`src/sv/xfc_pkg.sv`:
```
package xfc_pkg;

  localparam int FRAME_BYTES   = 8;
  localparam int PAYLOAD_BYTES = 4;
  localparam int BEAT_W        = $clog2(FRAME_BYTES);
  localparam int CFG_IDX_W     = 8;

  localparam logic [7:0] HEAD_RESET = 8'hF5;
  localparam logic [7:0] TAIL_RESET = 8'hF5;

  // Request selector codes
  typedef enum logic [1:0] {
    FUNC_SEND  = 2'd0,
    FUNC_RX    = 2'd1,
    FUNC_FLUSH = 2'd2,
    FUNC_NONE  = 2'd3
  } func_t;

  typedef enum logic {
    KIND_TX = 1'b0,
    KIND_RX = 1'b1
  } kind_t;

  typedef enum logic [1:0] {
    ST_OK      = 2'd0,
    ST_BAD_HT  = 2'd1,
    ST_BAD_SUM = 2'd2,
    ST_RSVD    = 2'd3
  } status_t;

  typedef enum logic [CFG_IDX_W-1:0] {
    CFG_HEAD = 8'd0,
    CFG_TAIL = 8'd1
  } cfg_idx_t;

  // One result as it travels to the output register
  typedef struct packed {
    kind_t       kind;
    logic [7:0]  tx_byte;
    logic        last;
    logic [7:0]  resp0;
    logic [7:0]  resp1;
    logic [7:0]  resp2;
    logic [7:0]  resp3;
    status_t     status;
  } res_t;

endpackage

```
`src/sv/xfc_tx_framer.sv`:
```
module xfc_tx_framer (
  input  logic [xfc_pkg::BEAT_W-1:0] beat,
  input  logic [7:0]                 cmd0,
  input  logic [7:0]                 cmd1,
  input  logic [7:0]                 cmd2,
  input  logic [7:0]                 cmd3,
  input  logic [7:0]                 head,
  input  logic [7:0]                 tail,
  output logic [7:0]                 tx_byte
);
  import xfc_pkg::*;

  logic [7:0] csum;

  // Checksum over frame bytes 1..5; byte 5 is zero
  assign csum = cmd0 ^ cmd1 ^ cmd2 ^ cmd3;

  // Pick the frame byte for this beat
  always_comb begin
    unique case (beat)
      3'd0:    tx_byte = head;
      3'd1:    tx_byte = cmd0;
      3'd2:    tx_byte = cmd1;
      3'd3:    tx_byte = cmd2;
      3'd4:    tx_byte = cmd3;
      3'd5:    tx_byte = 8'h00;
      3'd6:    tx_byte = csum;
      default: tx_byte = tail;
    endcase
  end

endmodule

```
`src/sv/xfc_rx_deframer.sv`:
```
module xfc_rx_deframer (
  input  logic          clk,
  input  logic          rst_n,
  input  logic          step_en,
  input  logic          flush_en,
  input  logic [7:0]    rx_byte,
  input  logic [7:0]    head,
  input  logic [7:0]    tail,
  output logic          at_last,
  output xfc_pkg::res_t res
);
  import xfc_pkg::*;

  logic [BEAT_W-1:0] pos_r, pos_nxt;
  logic [7:0]        xor_r, xor_nxt;
  logic              head_ok_r, head_ok_nxt;
  logic              sum_ok_r, sum_ok_nxt;
  logic [7:0]        pay_r [PAYLOAD_BYTES];
  logic [1:0]        pay_idx;
  logic              pay_we;
  logic [BEAT_W-1:0] pos_m1;
  status_t           status;

  assign at_last = (pos_r == BEAT_W'(FRAME_BYTES - 1));
  assign pos_m1  = pos_r - BEAT_W'(1);
  assign pay_idx = pos_m1[1:0];
  assign pay_we  = step_en && (pos_r >= BEAT_W'(1)) && (pos_r <= BEAT_W'(PAYLOAD_BYTES));

  // Advance the frame tracking state
  always_comb begin
    pos_nxt     = pos_r;
    xor_nxt     = xor_r;
    head_ok_nxt = head_ok_r;
    sum_ok_nxt  = sum_ok_r;
    if (flush_en) begin
      pos_nxt     = '0;
      xor_nxt     = '0;
      head_ok_nxt = 1'b0;
      sum_ok_nxt  = 1'b0;
    end else if (step_en) begin
      pos_nxt = pos_r + BEAT_W'(1);
      priority if (pos_r == BEAT_W'(0)) begin
        head_ok_nxt = (rx_byte == head);
        xor_nxt     = '0;
        sum_ok_nxt  = 1'b0;
      end else if (pos_r <= BEAT_W'(5)) begin
        xor_nxt = xor_r ^ rx_byte;
      end else if (pos_r == BEAT_W'(6)) begin
        sum_ok_nxt = (xor_r == rx_byte);
      end else begin
        xor_nxt     = '0;
        head_ok_nxt = 1'b0;
        sum_ok_nxt  = 1'b0;
      end
    end
  end

  always_ff @(posedge clk) begin
    if (!rst_n) begin
      pos_r     <= '0;
      xor_r     <= '0;
      head_ok_r <= 1'b0;
      sum_ok_r  <= 1'b0;
    end else begin
      pos_r     <= pos_nxt;
      xor_r     <= xor_nxt;
      head_ok_r <= head_ok_nxt;
      sum_ok_r  <= sum_ok_nxt;
    end
  end

  // Store payload bytes 1..4 of the frame
  always_ff @(posedge clk) begin
    if (pay_we) begin
      pay_r[pay_idx] <= rx_byte;
    end
  end

  // Status: head/tail error wins over checksum error
  always_comb begin
    priority if (!head_ok_r || (rx_byte != tail)) begin
      status = ST_BAD_HT;
    end else if (!sum_ok_r) begin
      status = ST_BAD_SUM;
    end else begin
      status = ST_OK;
    end
  end

  always_comb begin
    res.kind    = KIND_RX;
    res.tx_byte = 8'h00;
    res.last    = 1'b1;
    res.resp0   = pay_r[0];
    res.resp1   = pay_r[1];
    res.resp2   = pay_r[2];
    res.resp3   = pay_r[3];
    res.status  = status;
  end

endmodule

```
`src/sv/xor_checked_frame_codec_top.sv`:
```
// Channel | Direction | Handshake          | Payload
// in_     | input     | in_valid/in_ready  | func, cmd_byte0..3, rx_byte
// out_    | output    | out_valid/out_ready| kind, tx_byte, last, resp_byte0..3, rx_status
// cfg_    | input     | cfg_valid/cfg_ready| cfg_index, cfg_data
//
// For a send request, the input register steps the frame sequencer one byte per cycle
// into the output register while the output is not stalled. Received bytes, flushes and
// unused selectors retire without stepping the sequencer. Reset (rst_n low, synchronous)
// clears the receive tracking and restores both marker bytes to 0xF5. A stalled output
// holds the sequencer; the input register still takes a new request while it is empty.
module xor_checked_frame_codec_top (
  input  logic                          clk,
  input  logic                          rst_n,
  input  logic                          in_valid,
  output logic                          in_ready,
  input  logic [1:0]                    in_func,
  input  logic [7:0]                    in_cmd_byte0,
  input  logic [7:0]                    in_cmd_byte1,
  input  logic [7:0]                    in_cmd_byte2,
  input  logic [7:0]                    in_cmd_byte3,
  input  logic [7:0]                    in_rx_byte,
  output logic                          out_valid,
  input  logic                          out_ready,
  output logic                          out_kind,
  output logic [7:0]                    out_tx_byte,
  output logic                          out_last,
  output logic [7:0]                    out_resp_byte0,
  output logic [7:0]                    out_resp_byte1,
  output logic [7:0]                    out_resp_byte2,
  output logic [7:0]                    out_resp_byte3,
  output logic [1:0]                    out_rx_status,
  input  logic                          cfg_valid,
  output logic                          cfg_ready,
  input  logic [xfc_pkg::CFG_IDX_W-1:0] cfg_index,
  input  logic [7:0]                    cfg_data
);
  import xfc_pkg::*;

  logic [7:0]        head_r, tail_r;
  logic              s1_valid_r, s1_valid_nxt;
  func_t             s1_func_r;
  logic [7:0]        s1_cmd0_r, s1_cmd1_r, s1_cmd2_r, s1_cmd3_r, s1_rxb_r;
  logic [BEAT_W-1:0] beat_r, beat_nxt;
  logic              out_valid_r, out_valid_nxt;
  res_t              out_r;
  res_t              tx_res, rx_res, new_res;
  logic [7:0]        tx_byte;
  logic              rx_at_last;
  logic              is_send, is_rx, emits, out_free, fire, done, beat_last, in_acc;

  assign cfg_ready = 1'b1;

  // Marker registers
  always_ff @(posedge clk) begin
    if (!rst_n) begin
      head_r <= HEAD_RESET;
      tail_r <= TAIL_RESET;
    end else if (cfg_valid) begin
      if (cfg_index == CFG_HEAD) head_r <= cfg_data;
      if (cfg_index == CFG_TAIL) tail_r <= cfg_data;
    end
  end

  // Issue control
  assign is_send   = s1_valid_r && (s1_func_r == FUNC_SEND);
  assign is_rx     = s1_valid_r && (s1_func_r == FUNC_RX);
  assign beat_last = (beat_r == BEAT_W'(FRAME_BYTES - 1));
  assign emits     = is_send || (is_rx && rx_at_last);
  assign out_free  = !out_valid_r || out_ready;
  assign fire      = s1_valid_r && (out_free || !emits);
  assign done      = fire && (!is_send || beat_last);
  assign in_ready  = !s1_valid_r || done;
  assign in_acc    = in_valid && in_ready;

  always_comb begin
    s1_valid_nxt = s1_valid_r;
    beat_nxt     = beat_r;
    if (in_acc) begin
      s1_valid_nxt = 1'b1;
    end else if (done) begin
      s1_valid_nxt = 1'b0;
    end
    if (done) begin
      beat_nxt = '0;
    end else if (fire) begin
      beat_nxt = beat_r + BEAT_W'(1);
    end
  end

  always_ff @(posedge clk) begin
    if (!rst_n) begin
      s1_valid_r <= 1'b0;
      beat_r     <= '0;
    end else begin
      s1_valid_r <= s1_valid_nxt;
      beat_r     <= beat_nxt;
    end
  end

  // Capture the request payload
  always_ff @(posedge clk) begin
    if (in_acc) begin
      s1_func_r <= func_t'(in_func);
      s1_cmd0_r <= in_cmd_byte0;
      s1_cmd1_r <= in_cmd_byte1;
      s1_cmd2_r <= in_cmd_byte2;
      s1_cmd3_r <= in_cmd_byte3;
      s1_rxb_r  <= in_rx_byte;
    end
  end

  xfc_tx_framer u_tx (
    .beat    (beat_r),
    .cmd0    (s1_cmd0_r),
    .cmd1    (s1_cmd1_r),
    .cmd2    (s1_cmd2_r),
    .cmd3    (s1_cmd3_r),
    .head    (head_r),
    .tail    (tail_r),
    .tx_byte (tx_byte)
  );

  xfc_rx_deframer u_rx (
    .clk      (clk),
    .rst_n    (rst_n),
    .step_en  (fire && is_rx),
    .flush_en (fire && s1_valid_r && (s1_func_r == FUNC_FLUSH)),
    .rx_byte  (s1_rxb_r),
    .head     (head_r),
    .tail     (tail_r),
    .at_last  (rx_at_last),
    .res      (rx_res)
  );

  // Select the result to load
  always_comb begin
    tx_res.kind    = KIND_TX;
    tx_res.tx_byte = tx_byte;
    tx_res.last    = beat_last;
    tx_res.resp0   = 8'h00;
    tx_res.resp1   = 8'h00;
    tx_res.resp2   = 8'h00;
    tx_res.resp3   = 8'h00;
    tx_res.status  = ST_OK;
    new_res        = is_send ? tx_res : rx_res;
  end

  // Output register
  always_comb begin
    out_valid_nxt = out_valid_r;
    if (fire && emits) begin
      out_valid_nxt = 1'b1;
    end else if (out_ready) begin
      out_valid_nxt = 1'b0;
    end
  end

  always_ff @(posedge clk) begin
    if (!rst_n) begin
      out_valid_r <= 1'b0;
    end else begin
      out_valid_r <= out_valid_nxt;
    end
  end

  always_ff @(posedge clk) begin
    if (fire && emits) begin
      out_r <= new_res;
    end
  end

  assign out_valid      = out_valid_r;
  assign out_kind       = out_r.kind;
  assign out_tx_byte    = out_r.tx_byte;
  assign out_last       = out_r.last;
  assign out_resp_byte0 = out_r.resp0;
  assign out_resp_byte1 = out_r.resp1;
  assign out_resp_byte2 = out_r.resp2;
  assign out_resp_byte3 = out_r.resp3;
  assign out_rx_status  = out_r.status;

  // A decoded frame is always a single, final result with no transmit byte
  a_rx_res_last: assert property (@(posedge clk) disable iff (!rst_n)
    (out_valid_r && (out_r.kind == KIND_RX)) |-> (out_r.last && (out_r.tx_byte == 8'h00)))
    else $error("decoded frame result malformed");

  // Transmit results carry no receive status
  a_tx_no_status: assert property (@(posedge clk) disable iff (!rst_n)
    (out_valid_r && (out_r.kind == KIND_TX)) |-> (out_r.status == ST_OK))
    else $error("transmit result with receive status");

  // A send request leaves the input register only on its final byte
  a_send_done_last: assert property (@(posedge clk) disable iff (!rst_n)
    (is_send && done) |=> (out_valid_r && out_r.last && (out_r.kind == KIND_TX)))
    else $error("send request retired before its final byte");

  // The sequencer never holds a non-send request past its first beat
  a_beat_zero: assert property (@(posedge clk) disable iff (!rst_n)
    (s1_valid_r && !is_send) |-> (beat_r == '0))
    else $error("beat counter advanced on a non-send request");

endmodule
```
`config.mk`:
```
export PLATFORM = sky130hd
export DESIGN_NAME = xor_checked_frame_codec_top
export DESIGN_NICKNAME = d
export VERILOG_FILES = /design/src/sv/xfc_pkg.sv /design/src/sv/xfc_tx_framer.sv /design/src/sv/xfc_rx_deframer.sv /design/src/sv/xor_checked_frame_codec_top.sv
export SDC_FILE = /design/constraint.sdc
export NUM_CORES = 1
export LEC_CHECK = 0
export BUFFER_PORTS_ARGS = -buffer_cell sky130_fd_sc_hd__buf_4
export CORE_MARGIN = 5
export CORE_UTILIZATION = 41
export CTS_CLUSTER_SIZE = 40
export DETAILED_ROUTE_END_ITERATION = 6
export GPL_ROUTABILITY_DRIVEN = 0
export PLACE_DENSITY = 0.57
export SLEW_MARGIN = 5
export SYNTH_ARGS = -nofsm -noshare
export SYNTH_HDL_FRONTEND = slang
export SYNTH_SLANG_ARGS = --single-unit
```
`constraint.sdc`:
```
create_clock -name clk -period 10.2 [get_ports clk]
set_input_delay 2.04 -clock clk [delete_from_list [all_inputs] [get_ports clk]]
set_output_delay 2.04 -clock clk [all_outputs]
set_load 0.02 [all_outputs]
```
==> results by group <==
Setup path
  – Reg2reg start: u_rx.pos_r[0]$_SDFFE_PP0P_
  – Reg-to-reg endpoint: s1_cmd0_r[5]$_DFFE_PP_
  – R2r worst-path depth: 6
  – CP required: 8.16 ns
  – Critical path class: in -> out
  – Worst-path fanout max: 7
  – Setup slack, reg-to-reg: 7.53 ns
  – Worst setup SP type: primary input
  – Crit path from: out_ready
  – WP data arrival: 3.20 ns
  – Endpoint type of the worst setup path: output port

Yosys
  – Main synth FF type: edfxtp_1
  – Count leader, synth: edfxtp_1
  – Top cells by instance count after synthesis: 118 x edfxtp_1, 39 x nor2b_1, 39 x xnor2_1
  – Warnings, synthesis: 0
  – Synth area leaders: edfxtp_1 55%, dfxtp_1 11%, xnor2_1 5.3%, nor2b_1 3.8%, mux2i_1 3.1%
  – Syn Inst Count: 475
  – Mapped Area: 6404 um2
  – Count of cell types in the netlist: 45
  – EDFF count, synth: 118
  – Mapped Nets: 551
  – Mean Syn Cell Area: 13.48 um2
  – Yosys reg bits: 152
  – Synth area leader: edfxtp_1
  – Post-synthesis sequential area ratio: 0.6596
  – Synth async-reset ratio: 0
  – Post-synth top area share: 0.5533

Hold path
  – WHS Endpoint: u_rx.sum_ok_r$_SDFFE_PP0P_
  – Tightest Hold Check Type: reg -> reg
  – Worst hold stages: 2
  – Min-delay src: u_rx.sum_ok_r$_SDFFE_PP0P_

Drt
  – Drt drc: 0
  – Vias per std cell: 4.898
  – DR WL/cell: 16.81 um
  – 1st-iter DRT viols: 176
  – Detailed Routing Iterations Pass 1: 4
  – Post-detailed-route count of antenna-violating nets: 0
  – Routed vias: 3,928
  – Total Routed Length: 13.48 mm

Floorplanning
  – Full die area: 18,220 um2
  – Die H: 135.0 um
  – Initial Utilization: 0.4197
  – Die width: 135.0 um
  – Core Box Area: 15,260 um2
  – I/O pins: 110
  – Cell row count: 45

Global routing
  – GRT Overall Usage: 0.1525
  – Antenna violations before repair: 0
  – Global routing's busiest layer: met2
  – GR Util met2: 0.2485
  – M3 GR Usage: 0.03800
  – Pin count of the biggest net entering global routing: 43
  – First-pass GRT wire length: 21.31 mm
  – M1 GR Usage: 0.1989
  – Vias in the first global route: 4,043
  – Grt ovf: 0

Pwr
  – Tot Pwr: 1.430 mW
  – Net Sw Power: 0.3155 mW
  – Pleak: 2.936 nW
  – PD cells: 178.4 nW/um2
  – Worst IR drop on VDD: 0.0001111 V
  – Combinational share of power: 0.054
  – Reg power frac: 0.490
  – Clock share of power: 0.456
  – Net Sw Frac: 0.2207
  – Pint: 1.114 mW

STA
  – Final setup TNS: 0 ns
  – Slew @ Worst Pin: 0.9986 ns
  – Period utilization: 0.5135
  – Final hold slack: 0.4646 ns
  – Max Fclk: 190.9 MHz
  – Fin. Hold Viols: 0
  – Final Setup Violations: 0
  – Final clock skew: 0.006790 ns
  – Max-slew headroom: 0.3152
  – Unrepaired setup endpoints after global routing: no
  – Max-slew violation count: 0
  – Tmin final: 5.237 ns

Final layout
  – ANT cells: 0
  – Fill count: 1,295
  – Storage element area: 4224 um2
  – Layout cell share with drive strength beyond 1: 0.2707
  – Net count, final: 654
  – Area Growth Syn to Fin: 25.15%
  – Fin area: 8014 um2
  – Multi-input logic area: 2029 um2

Clocking
  – Hold-fix buffers at CTS: 0
  – Root Buffer: clkbuf_16
  – CTS-repair resized insts: 0
  – Worst skew pair latency: 0.42 ns
  – H-tree levels: 4
  – CTS Sinks: 152
  – Clk buf depth: 2
  – Total CTS buffers: 17
  – CTS tree: done
  – Post-CTS Setup Bufs: 0
  – Clock transition at the registers of the reported paths: 0.06 ns

Placement
  – I/O Buffers: 108
  – Placed Area: 7396 um2
  – Dpl hpwl: 9.629 mm

Flow run
  – Max-cap violations: 0

Run status
  – Status: complete, no violations
[how the worst max path moves through the flow]
stage	end	slack, ns	cells after the start
final	in_ready	4.96	5
after global routing	in_ready	4.84	5
after CTS	in_ready	4.95	5
after detailed placement	in_ready	4.94	5
after global placement	in_ready	5.00	5
after floorplan	in_ready	5.24	3
[power groups by stage]
stage / sequential, mW / combinational, mW / clock (mW)
floorplan: 0.712 / 0.0417 / 0
global route: 0.702 / 0.0845 / 0.692
CTS: 0.701 / 0.0782 / 0.663
finish: 0.701 / 0.0767 / 0.652
detailed placement: 0.714 / 0.0781 / 0
global placement: 0.714 / 0.0767 / 0
[registers in the layout, summed over array words and instances, names as in the netlist, 3 cells and up]
name            cells
head_r              8
s1_cmd1_r           8
u_rx.xor_r          8
u_rx.pos_r          3
out_resp_byte2      8
tail_r              8
u_rx.pay_r         32
s1_rxb_r            8
out_resp_byte3      8
out_resp_byte1      8
s1_cmd3_r           8
beat_r              3
s1_cmd2_r           8
out_tx_byte         8
s1_cmd0_r           8
out_resp_byte0      8
[area by class of cell]
type                       count  area share
clock inverter                15     0.02404
timing repair buffer         111      0.1040
sequential                   152      0.5271
inverter                      12    0.005621
multi-input combinational    284      0.2532
clock buffer                  17     0.05308
tap                          211     0.03294
[cells by family (layout without fill, tap and decap cells)]
logic type,after synthesis,after routing,synth area share
fa+ha+maj,13,13,0.02540
flops,152,152,0.6596
mux,26,26,0.04181
other cells,1,1,0.0005856
simple gates,124,124,0.1114
buf+inv,39,155,0.02482
compound gates,71,71,0.06936
xor+xnor,49,49,0.06702
[layout by cell type (no fill, tap or decap), drive strengths merged, types with 4 or more instances in the layout]
cell type	Yosys	final
buf	3	111
edfxtp	118	118
inv	12	16
nand2	19	19
clkbuf	24	17
a21boi	4	4
a21oi	23	23
xor2	10	10
o21ai	27	27
dfxtp	34	34
xnor2	39	39
nand3b	9	9
nor2b	39	39
a221oi	6	6
clkinv	0	5
mux2	6	6
mux2i	20	20
a22oi	6	6
and3	5	5
nand3	7	7
nor4	4	4
ha	13	13
nor2	23	23
[metal layers]
| layer | routed length [um] | vias up |
|---|---|---|
| met2 | 6558 | 123 |
| met1 | 5916 | 1876 |
| met3 | 806 | 22 |
| li1 | - | 1907 |
| met4 | 199 | 0 |
| met5 | 0 | - |
[critical path, cell delays in order]
cell	delay (ns)
buf_4	0.11
nand2b_1	0.17
o31ai_2	0.44
o21ai_0	0.23
buf_4	0.21
[metrics by stage]
| stage | worst slack [ns] | cells | utilization |
|---|---|---|---|
| floorplan | 5.239 | 475 | - |
| global placement | 4.996 | 770 | 0.4847 |
| detailed placement | 4.945 | 770 | 0.4847 |
| CTS | 4.950 | 802 | 0.5252 |
| global route | 4.839 | 802 | 0.5252 |
| finish | 4.963 | 802 | 0.5252 |
Power figures use the tool's default switching activity.
